[src/rtl/bpc_pkg.sv]
// shared types and constants for the barometric pressure compensation block
`timescale 1ns / 1ps
`default_nettype none

package bpc_pkg;

  // divider chain geometry
  localparam int DVD_W     = 32;
  localparam int DVS_W     = 18;
  localparam int DIV_CELLS = DVD_W;

  // calibration register indexes
  localparam int CFG_IDX_W = 3;
  localparam logic [CFG_IDX_W-1:0] REG_AC1_AC2 = 3'd0;
  localparam logic [CFG_IDX_W-1:0] REG_AC3_AC4 = 3'd1;
  localparam logic [CFG_IDX_W-1:0] REG_AC5_AC6 = 3'd2;
  localparam logic [CFG_IDX_W-1:0] REG_B1_B2   = 3'd3;
  localparam logic [CFG_IDX_W-1:0] REG_MC_MD   = 3'd4;

  // formula constants
  localparam logic [31:0] B6_OFFSET   = 32'd4000;
  localparam logic [31:0] OSS_SCALE   = 32'd50000;
  localparam logic [31:0] B4_BIAS     = 32'd32768;
  localparam logic [31:0] P_C3038     = 32'd3038;
  localparam logic [31:0] P_CM7357    = 32'hFFFF_E343;
  localparam logic [31:0] P_C3791     = 32'd3791;

  // side data riding along the temperature divider
  typedef struct packed {
    logic        fault;
    logic        neg;
    logic [17:0] x1t;
    logic [23:0] up_raw;
    logic [1:0]  oss;
  } ttag_t;

  // side data riding along the pressure divider
  typedef struct packed {
    logic        fault;
    logic        hi;
    logic [15:0] t;
  } ptag_t;

  localparam int TAG_W = $bits(ttag_t);

  // one link of the divider chain
  typedef struct packed {
    logic             valid;
    logic [TAG_W-1:0] tag;
    logic [DVS_W-1:0] rem;
    logic [DVD_W-1:0] dq;
    logic [DVS_W-1:0] dvs;
  } div_t;

endpackage

`default_nettype wire

[src/rtl/bpc_div_cell.sv]
// one restoring division step: one quotient bit per cell
`timescale 1ns / 1ps
`default_nettype none

module bpc_div_cell (
  input  logic          clk,
  input  logic          rst,
  input  logic          en,
  input  bpc_pkg::div_t d,
  output bpc_pkg::div_t q
);
  import bpc_pkg::*;

  logic [DVS_W:0]   trial;
  logic             ge;
  logic             vld;
  logic [TAG_W-1:0] tag;
  logic [DVS_W-1:0] rem;
  logic [DVD_W-1:0] dq;
  logic [DVS_W-1:0] dvs;

  // shift in the next dividend bit and try the subtract
  assign trial = {d.rem, d.dq[DVD_W-1]};
  assign ge    = trial >= {1'b0, d.dvs};

  // valid bit
  always_ff @(posedge clk) begin
    if (rst) begin
      vld <= 1'b0;
    end else if (en) begin
      vld <= d.valid;
    end
  end

  // partial remainder, dividend/quotient shift word, divisor and side data
  always_ff @(posedge clk) begin
    if (en) begin
      tag <= d.tag;
      dvs <= d.dvs;
      dq  <= {d.dq[DVD_W-2:0], ge};
      rem <= ge ? DVS_W'(trial - {1'b0, d.dvs}) : trial[DVS_W-1:0];
    end
  end

  assign q = '{valid: vld, tag: tag, rem: rem, dq: dq, dvs: dvs};

endmodule

`default_nettype wire

[src/rtl/bpc_div_chain.sv]
// row of division cells, one quotient bit per stage
`timescale 1ns / 1ps
`default_nettype none

module bpc_div_chain (
  input  logic          clk,
  input  logic          rst,
  input  logic          en,
  input  bpc_pkg::div_t d,
  output bpc_pkg::div_t q
);
  import bpc_pkg::*;

  div_t link [DIV_CELLS+1];

  assign link[0] = d;

  // cells hand their word to the neighbor every enabled cycle
  for (genvar i = 0; i < DIV_CELLS; i++) begin : g_cell
    bpc_div_cell u_cell (
      .clk (clk),
      .rst (rst),
      .en  (en),
      .d   (link[i]),
      .q   (link[i+1])
    );
  end

  assign q = link[DIV_CELLS];

endmodule

`default_nettype wire

[config.mk]
export PLATFORM = sky130hd
export DESIGN_NAME = bpc_div_chain
export DESIGN_NICKNAME = d
export VERILOG_FILES = /design/src/rtl/bpc_pkg.sv /design/src/rtl/bpc_div_cell.sv /design/src/rtl/bpc_div_chain.sv
export SDC_FILE = /design/constraint.sdc
export NUM_CORES = 2
export LEC_CHECK = 0
export ABC_AREA = 1
export BUFFER_PORTS_ARGS = -buffer_cell sky130_fd_sc_hd__buf_4
export CAP_MARGIN = 30
export CELL_PAD_IN_SITES_DETAIL_PLACEMENT = 0
export CELL_PAD_IN_SITES_GLOBAL_PLACEMENT = 1
export CORE_ASPECT_RATIO = 1.4
export CORE_MARGIN = 3
export CORE_UTILIZATION = 52
export DETAILED_ROUTE_END_ITERATION = 10
export PLACE_DENSITY_LB_ADDON = 0.08
export REMOVE_ABC_BUFFERS = 1
export SETUP_SLACK_MARGIN = 0.4
export SLEW_MARGIN = 20
export SYNTH_ARGS = -nofsm -noshare
export SYNTH_HDL_FRONTEND = slang
export SYNTH_SLANG_ARGS = --single-unit
[constraint.sdc]
create_clock -name clk -period 2.22 [get_ports clk]
set_clock_uncertainty 0.1 [all_clocks]
set_input_delay 0.111 -clock clk [delete_from_list [all_inputs] [get_ports clk]]
set_output_delay 0.111 -clock clk [all_outputs]
set_load 0.01 [all_outputs]
## After elaboration in Yosys (flattened, before gate mapping)

Cells that the tools add are included.

| cells by class | value |
|---|---|
| muxes and demuxes | 32 |
| $lt $le $gt $ge | 32 |
| $add $sub $neg | 32 |

Operator list:

| operator | number |
|---|---|
| 19-bit by 18-bit greater-or-equal comparator with 1-bit output | 32 |
| 18-bit two-way mux | 32 |
| 18-bit subtractor | 32 |

| word-level totals | value |
|---|---|
| output and inout port bits | 115 |
| input bits | 118 |
| register bits after elaboration | 3,680 |
| logic and storage cells | 256 |

## Longest topological paths before layout

| logic depth | value |
|---|---|
| word-level depth | 2 |
| gate-level depth with buffers | 14 |
| mapped depth without buffers | 14 |

## Modules after synthesis

Synthesis repeated with hierarchy kept, for this count alone.

| unflattened totals | value |
|---|---|
| cells, all modules | 13,056 |
| area total of the unflattened synthesis | 159,698.2 sq um |

By module, submodules not included:

| module | cells each | instances | seq. area each (sq um) | area each (sq um) |
|---|---|---|---|---|
| bpc_div_cell (g_cell[15].u_cell ...) | 408 | 20 | 3,443.3 | 4,972.3 |
| bpc_div_cell (g_cell[0].u_cell ...) | 408 | 12 | 3,443.3 | 5,021.1 |

## Worst setup path before layout

Ideal clock, no wire load.

| timing path | value |
|---|---|
| kind | reg2reg |
| start point | register g_cell[5].u_cell.dq[31] |
| end point | register g_cell[6].u_cell.rem[12], data pin |
| setup slack | 0.180 ns |
| arrival | 1.686 ns |
| path buffers | 0 |
| stages on the path, launching flop included | 14 |
| clock period less this slack | 2.040 ns |
| setup time | 0.254 ns |
| required time | 1.866 ns |
| cell sequence | edfxtp_1 -> inv_1 -> ha_1 -> inv_1 -> fa_1 -> nand2_1 -> nand2_1 -> and2_1 -> nand2_1 -> nand2_1 -> nand2_1 -> nand3b_1 -> nand3_2 -> nand2_1 |

| between the ends | value |
|---|---|
| longest elaborated chain between the ends | 2 |
| elaborated cells on any way between the ends | 3 |
| classes of those cells | 1 x add/sub; 1 x order compare; 1 x mux |

Ends and longest elaborated chain:

| element | RTL line | text |
|---|---|---|
| from (decl) | bpc_div_cell.sv:19 | `logic [DVD_W-1:0] dq;` |
| from (signal assigned) | bpc_div_cell.sv:40 | `dq <= {d.dq[DVD_W-2:0], ge};` |
| 18-bit subtractor / 19-bit by 18-bit greater-or-equal comparator with 1-bit output (equally long branches) | bpc_div_cell.sv:41, bpc_div_cell.sv:24 |  |
| 18-bit two-way mux (*) | bpc_div_cell.sv:41 | `rem <= ge ? DVS_W'(trial - {1'b0, d.dvs}) : trial[DVS_W-1:0];` |
| to (signal assigned) | bpc_div_cell.sv:41 |  |
| to (decl) | bpc_div_cell.sv:18 | `logic [DVS_W-1:0] rem;` |

Every way passes the cells marked *; elsewhere a longest branch is shown, timed or not.
A chain may end at the register's enable or synchronous reset.

## Final worst setup path

| timing path | value |
|---|---|
| start point | register g_cell[8].u_cell.dvs[1] |
| end point | register g_cell[9].u_cell.rem[1], data pin |

| between the ends | value |
|---|---|
| longest elaborated chain between the ends | 2 |
| elaborated cells on any way between the ends | 3 |
| classes of those cells | 1 x add/sub; 1 x order compare; 1 x mux |

Ends and longest elaborated chain:

| element | RTL line | text |
|---|---|---|
| from (decl) | bpc_div_cell.sv:20 | `logic [DVS_W-1:0] dvs;` |
| from (signal assigned) | bpc_div_cell.sv:39 | `dvs <= d.dvs;` |
| 18-bit subtractor / 19-bit by 18-bit greater-or-equal comparator with 1-bit output (equally long branches) | bpc_div_cell.sv:41, bpc_div_cell.sv:24 |  |
| 18-bit two-way mux (*) | bpc_div_cell.sv:41 |  |
| to (signal assigned) | bpc_div_cell.sv:41 |  |
| to (decl) | bpc_div_cell.sv:18 |  |

Marks and branches as above.

==> summary.md <==
| Metric | Value |
|---|---|
| Vias in the first global route | around 110k |
| Static Leakage | approximately 93 nW |
| CP Max Fanout | 5 |
| Vias per Instance | 5.288 |
| Crit. End Element | flip-flop |
| Tmin final | just over 3 ns |
| Met3 Wirelength | approximately 21 mm |
| Placed cells | 19,183 |
| Psw | 112.6 mW |
| Pwr/cell area | 1366 nW/um2 |
| Yosys Warn Count | 0 |
| Global route total overflow | 0 |
| Critical path endpoint | g_cell[9].u_cell.rem[1]$_DFFE_PP_ |
| Initial antenna violation count | 17 |
| Drt first pass iters | 6 |
| Die area | 309,500 um2 |
| Min Hold Slack | 0.004833 ns |
| Failing checks | setup timing |
| Die height | 657.0 um |
| Cells after Synth | around 13,000 |
| Routed WL | ~480 mm |
| Core Area | 300,800 um2 |
| Clock root buffer | clkbuf_16 |
| Post-synthesis sequential area ratio | a little over two thirds |
| Sequential cell area | 110,200 um2 |
| CP Depth | 8 |
| Post-synth top cells | nand2_1 (3,656), edfxtp_1 (3,648), inv_1 (1,701) |
| TritonCTS Sinks | 3,680 |
| Met1 wire length | 158.4 mm |
| Crit path DAT | 3.57 ns |
| I/O Pins | ~230 |
| Initial drt markers | 7,958 |
| Post-synth top area share | 69.59% |
| Cell row count | 238 |
| First-pass GRT wire length | ~680 mm |
| Crit path buffers/inverters | 2 |
| Logic pwr share | 47.6% |
| Final hold violations | 0 |
| Top Layer Used | met5 |
| Fmax | 330.6 MHz |
| Cell with the most instances after synthesis | nand2_1 |
| Final worst slack | -0.8045 ns |
| Async S/R FF share, synth | 0% |
| Cell family with most CP delay | simple AND/OR/NAND/NOR gates |
| Maximum Capacitance Violations | 0 |
| WS Path Type | reg2reg |
| Final #Nets | 17,652 |
| Pre-CTS setup slack | -0.4798 ns |
| Synth Cell Area | 157,400 um2 |
| HP Class | in2reg |
| Initial Utilization | 52.34% |
| Largest net degree at the start of global routing | 103 |
| Switching Share | 36.98% |
| RR Endpoint | g_cell[9].u_cell.rem[1]$_DFFE_PP_ |
| Outcome | finished with violations |
| Top cells by area, synth | edfxtp_1 (70%), nand2_1 (8.7%), ha_1 (4.6%) |
| Most used DFF post-synth | edfxtp_1 |
| Clock power share | 19.9% |
| TritonCTS buffer count | 342 |
| Die W | 471.0 um |
| Syn-to-layout area delta | 41.56% |
| CP max-delay cell | nor2_1 |
| Skew-Pair Late Insertion Delay | 0.91 ns |
| CP Launch Point | g_cell[8].u_cell.dvs[1]$_DFFE_PP_ |
| Clk buf depth | 4 |
| Synth unique cells | 39 |
| Final Max Tran Viols | 0 |
| Pint | around 190 mW |
| Syn Area/Cell | 12.11 um2 |
| Tcrit/Tclk final | 136.2% |
| Worst R2R Start | g_cell[8].u_cell.dvs[1]$_DFFE_PP_ |
| RSZ-0062 raised after global routing | true |
| DRC viols | 0 |
| Rel. slew slack | a little over a quarter |
| Sequential Power Share | 32.4% |
| Reg-to-reg setup timing slack | -0.80 ns |
| WL/cell | 22.74 um |
| DP HPWL | 302.2 mm |
| Worst Setup Start Kind | flip-flop |
| Post-route ant nets | 0 |
| Post-Route Utilization | 74.09% |
| CTS tree | yes |
| Post-synth EDFFs | around 3,600 |
| Peak supply drop | 0.0007863 V |
| Post-synthesis register bit count | 3,680 |
| Post-Layout Cell Count | ~21,000 |
| Met2 routed WL | between 200 and 300 mm |
| Via count | about 110k |
| Top cell type by total area after synthesis | edfxtp_1 |
| Area taken by multi-input logic gates | 58,170 um2 |
| Worst Reg-to-Reg Cells | 8 |
| Final setup violation count | 291 |
| Max stage delay on crit path | 0.80 ns |
| Clock Pin Slew Worst Setup and Hold Paths | about 0.08 ns |
| Crit path cell chain | inv_2 -> ha_4 -> nand2_1 -> nor2_1 -> a41oi_4 -> buf_6 -> nand3_2 -> nand2_4 |
| RD Place Congestion | 0.9643 |
| Setup TNS Final | -33.95 ns |
| Slew @ Worst Pin | 1.103 ns |
| Worst EP required | between 2 and 3 ns |
| H-tree depth | 5 |
| Fillers | between 15,000 and 20,000 |
| Buffers on Ports | 232 |
| Share of cells above drive strength 1 | 43.97% |
| GRT Overall Usage | 28.99% |
-- flip-flops by register name (all words and copies together), names as in the netlist --
signal / count
g_cell.u_cell.tag: 1472
g_cell.u_cell.dq: 1024
g_cell.u_cell.vld: 32
g_cell.u_cell.rem: 576
g_cell.u_cell.dvs: 576
-- what timing repair did --
item / CTS / global route
endpoints found under the setup margin: 590 / 656
hold endpoints to repair: 1021 / 0
hold buffers: 225 / 0
resized for setup: 2160 / 2318
pin swaps: 700 / 1057
cloned: 68 / 31
buffers inserted: 555 / 480
-- power groups by stage --
stage | Combinational [mW] | Clock (mW) | Sequential [mW]
2_1_floorplan | 50.2 | 0 | 93.7
3_3_place_gp | 93.2 | 0 | 97.8
3_5_place_dp | 93.7 | 0 | 98.0
4_1_cts | 118 | 61.6 | 98.1
5_1_grt | 155 | 64.3 | 99.2
6_report | 145 | 60.7 | 98.7
-- worst min path at each step --
stage | start | endpoint | slack (ns) | cells past startpoint
6_report | d[12] | g_cell[0].u_cell.dvs[12]$_DFFE_PP_ | 0.005 | 2
3_5_place_dp | d[78] | g_cell[0].u_cell.tag[10]$_DFFE_PP_ | 0.19 | 1
3_3_place_gp | d[97] | g_cell[0].u_cell.tag[29]$_DFFE_PP_ | 0.19 | 1
2_1_floorplan | rst | g_cell[0].u_cell.vld$_SDFFE_PP0P_ | 0.08 | 1
5_1_grt | d[12] | g_cell[0].u_cell.dvs[12]$_DFFE_PP_ | 0.01 | 2
4_1_cts | d[12] | g_cell[0].u_cell.dvs[12]$_DFFE_PP_ | 0.002 | 2
-- cells in the final DEF, fill, tap and decap left out, types with 115 or more instances in the layout --
cell / netlist / layout
buf_6: 37 / 249
clkbuf_16: 0 / 365
nand2_1: 3656 / 2354
edfxtp_1: 3648 / 3648
inv_1: 1701 / 1261
nand3_2: 35 / 329
nor2_2: 35 / 157
nand3b_1: 257 / 257
buf_12: 1 / 131
nand2_2: 73 / 955
nor2_4: 1 / 144
nor2_1: 792 / 527
xor2_1: 243 / 231
nand3_1: 889 / 515
inv_2: 14 / 427
a21oi_1: 311 / 187
buf_4: 5 / 2988
dlygate4sd3_1: 0 / 221
ha_4: 0 / 507
nand2_4: 18 / 423
o21ai_2: 111 / 115
-- routing by layer --
layer  GRT usage (%)  vias to the layer above
met1           29.20                    54150
met2           54.67                     3934
met3           3.577                     1818
li1                -                    52106
met4           20.82                        6
met5               0                        -
-- through the flow --
stage,instance area (um2),power [mW]
2_1_floorplan,156500,143.9
3_3_place_gp,180300,191.0
3_5_place_dp,180300,191.7
4_1_cts,209600,277.4
5_1_grt,222800,318.5
6_report,222800,304.5
-- logic make-up (layout without fill, tap and decap cells) --
logic type / count (synthesis) / after routing / synth area share [%]
AO/OA/AOI/OAI: 579 / 582 / 2.305
XOR/XNOR: 256 / 256 / 1.424
adder cells (fa/ha/maj): 608 / 608 / 4.985
buffers and inverters: 1832 / 5997 / 4.664
flip-flops: 3680 / 3680 / 69.99
other: 0 / 19 / 0
AND/OR/NAND/NOR: 6044 / 6079 / 16.63
-- final cells by class --
cell class	count	share of cell area [%]
clock buffer	398	3.991
sequential	3680	49.44
antenna	19	0.02134
multi-input combinational	7525	26.10
clock inverter	222	1.116
tap	3960	2.223
timing repair buffer	3656	14.16
inverter	1721	2.939
Note: power is estimated with default switching activity, not from simulation.
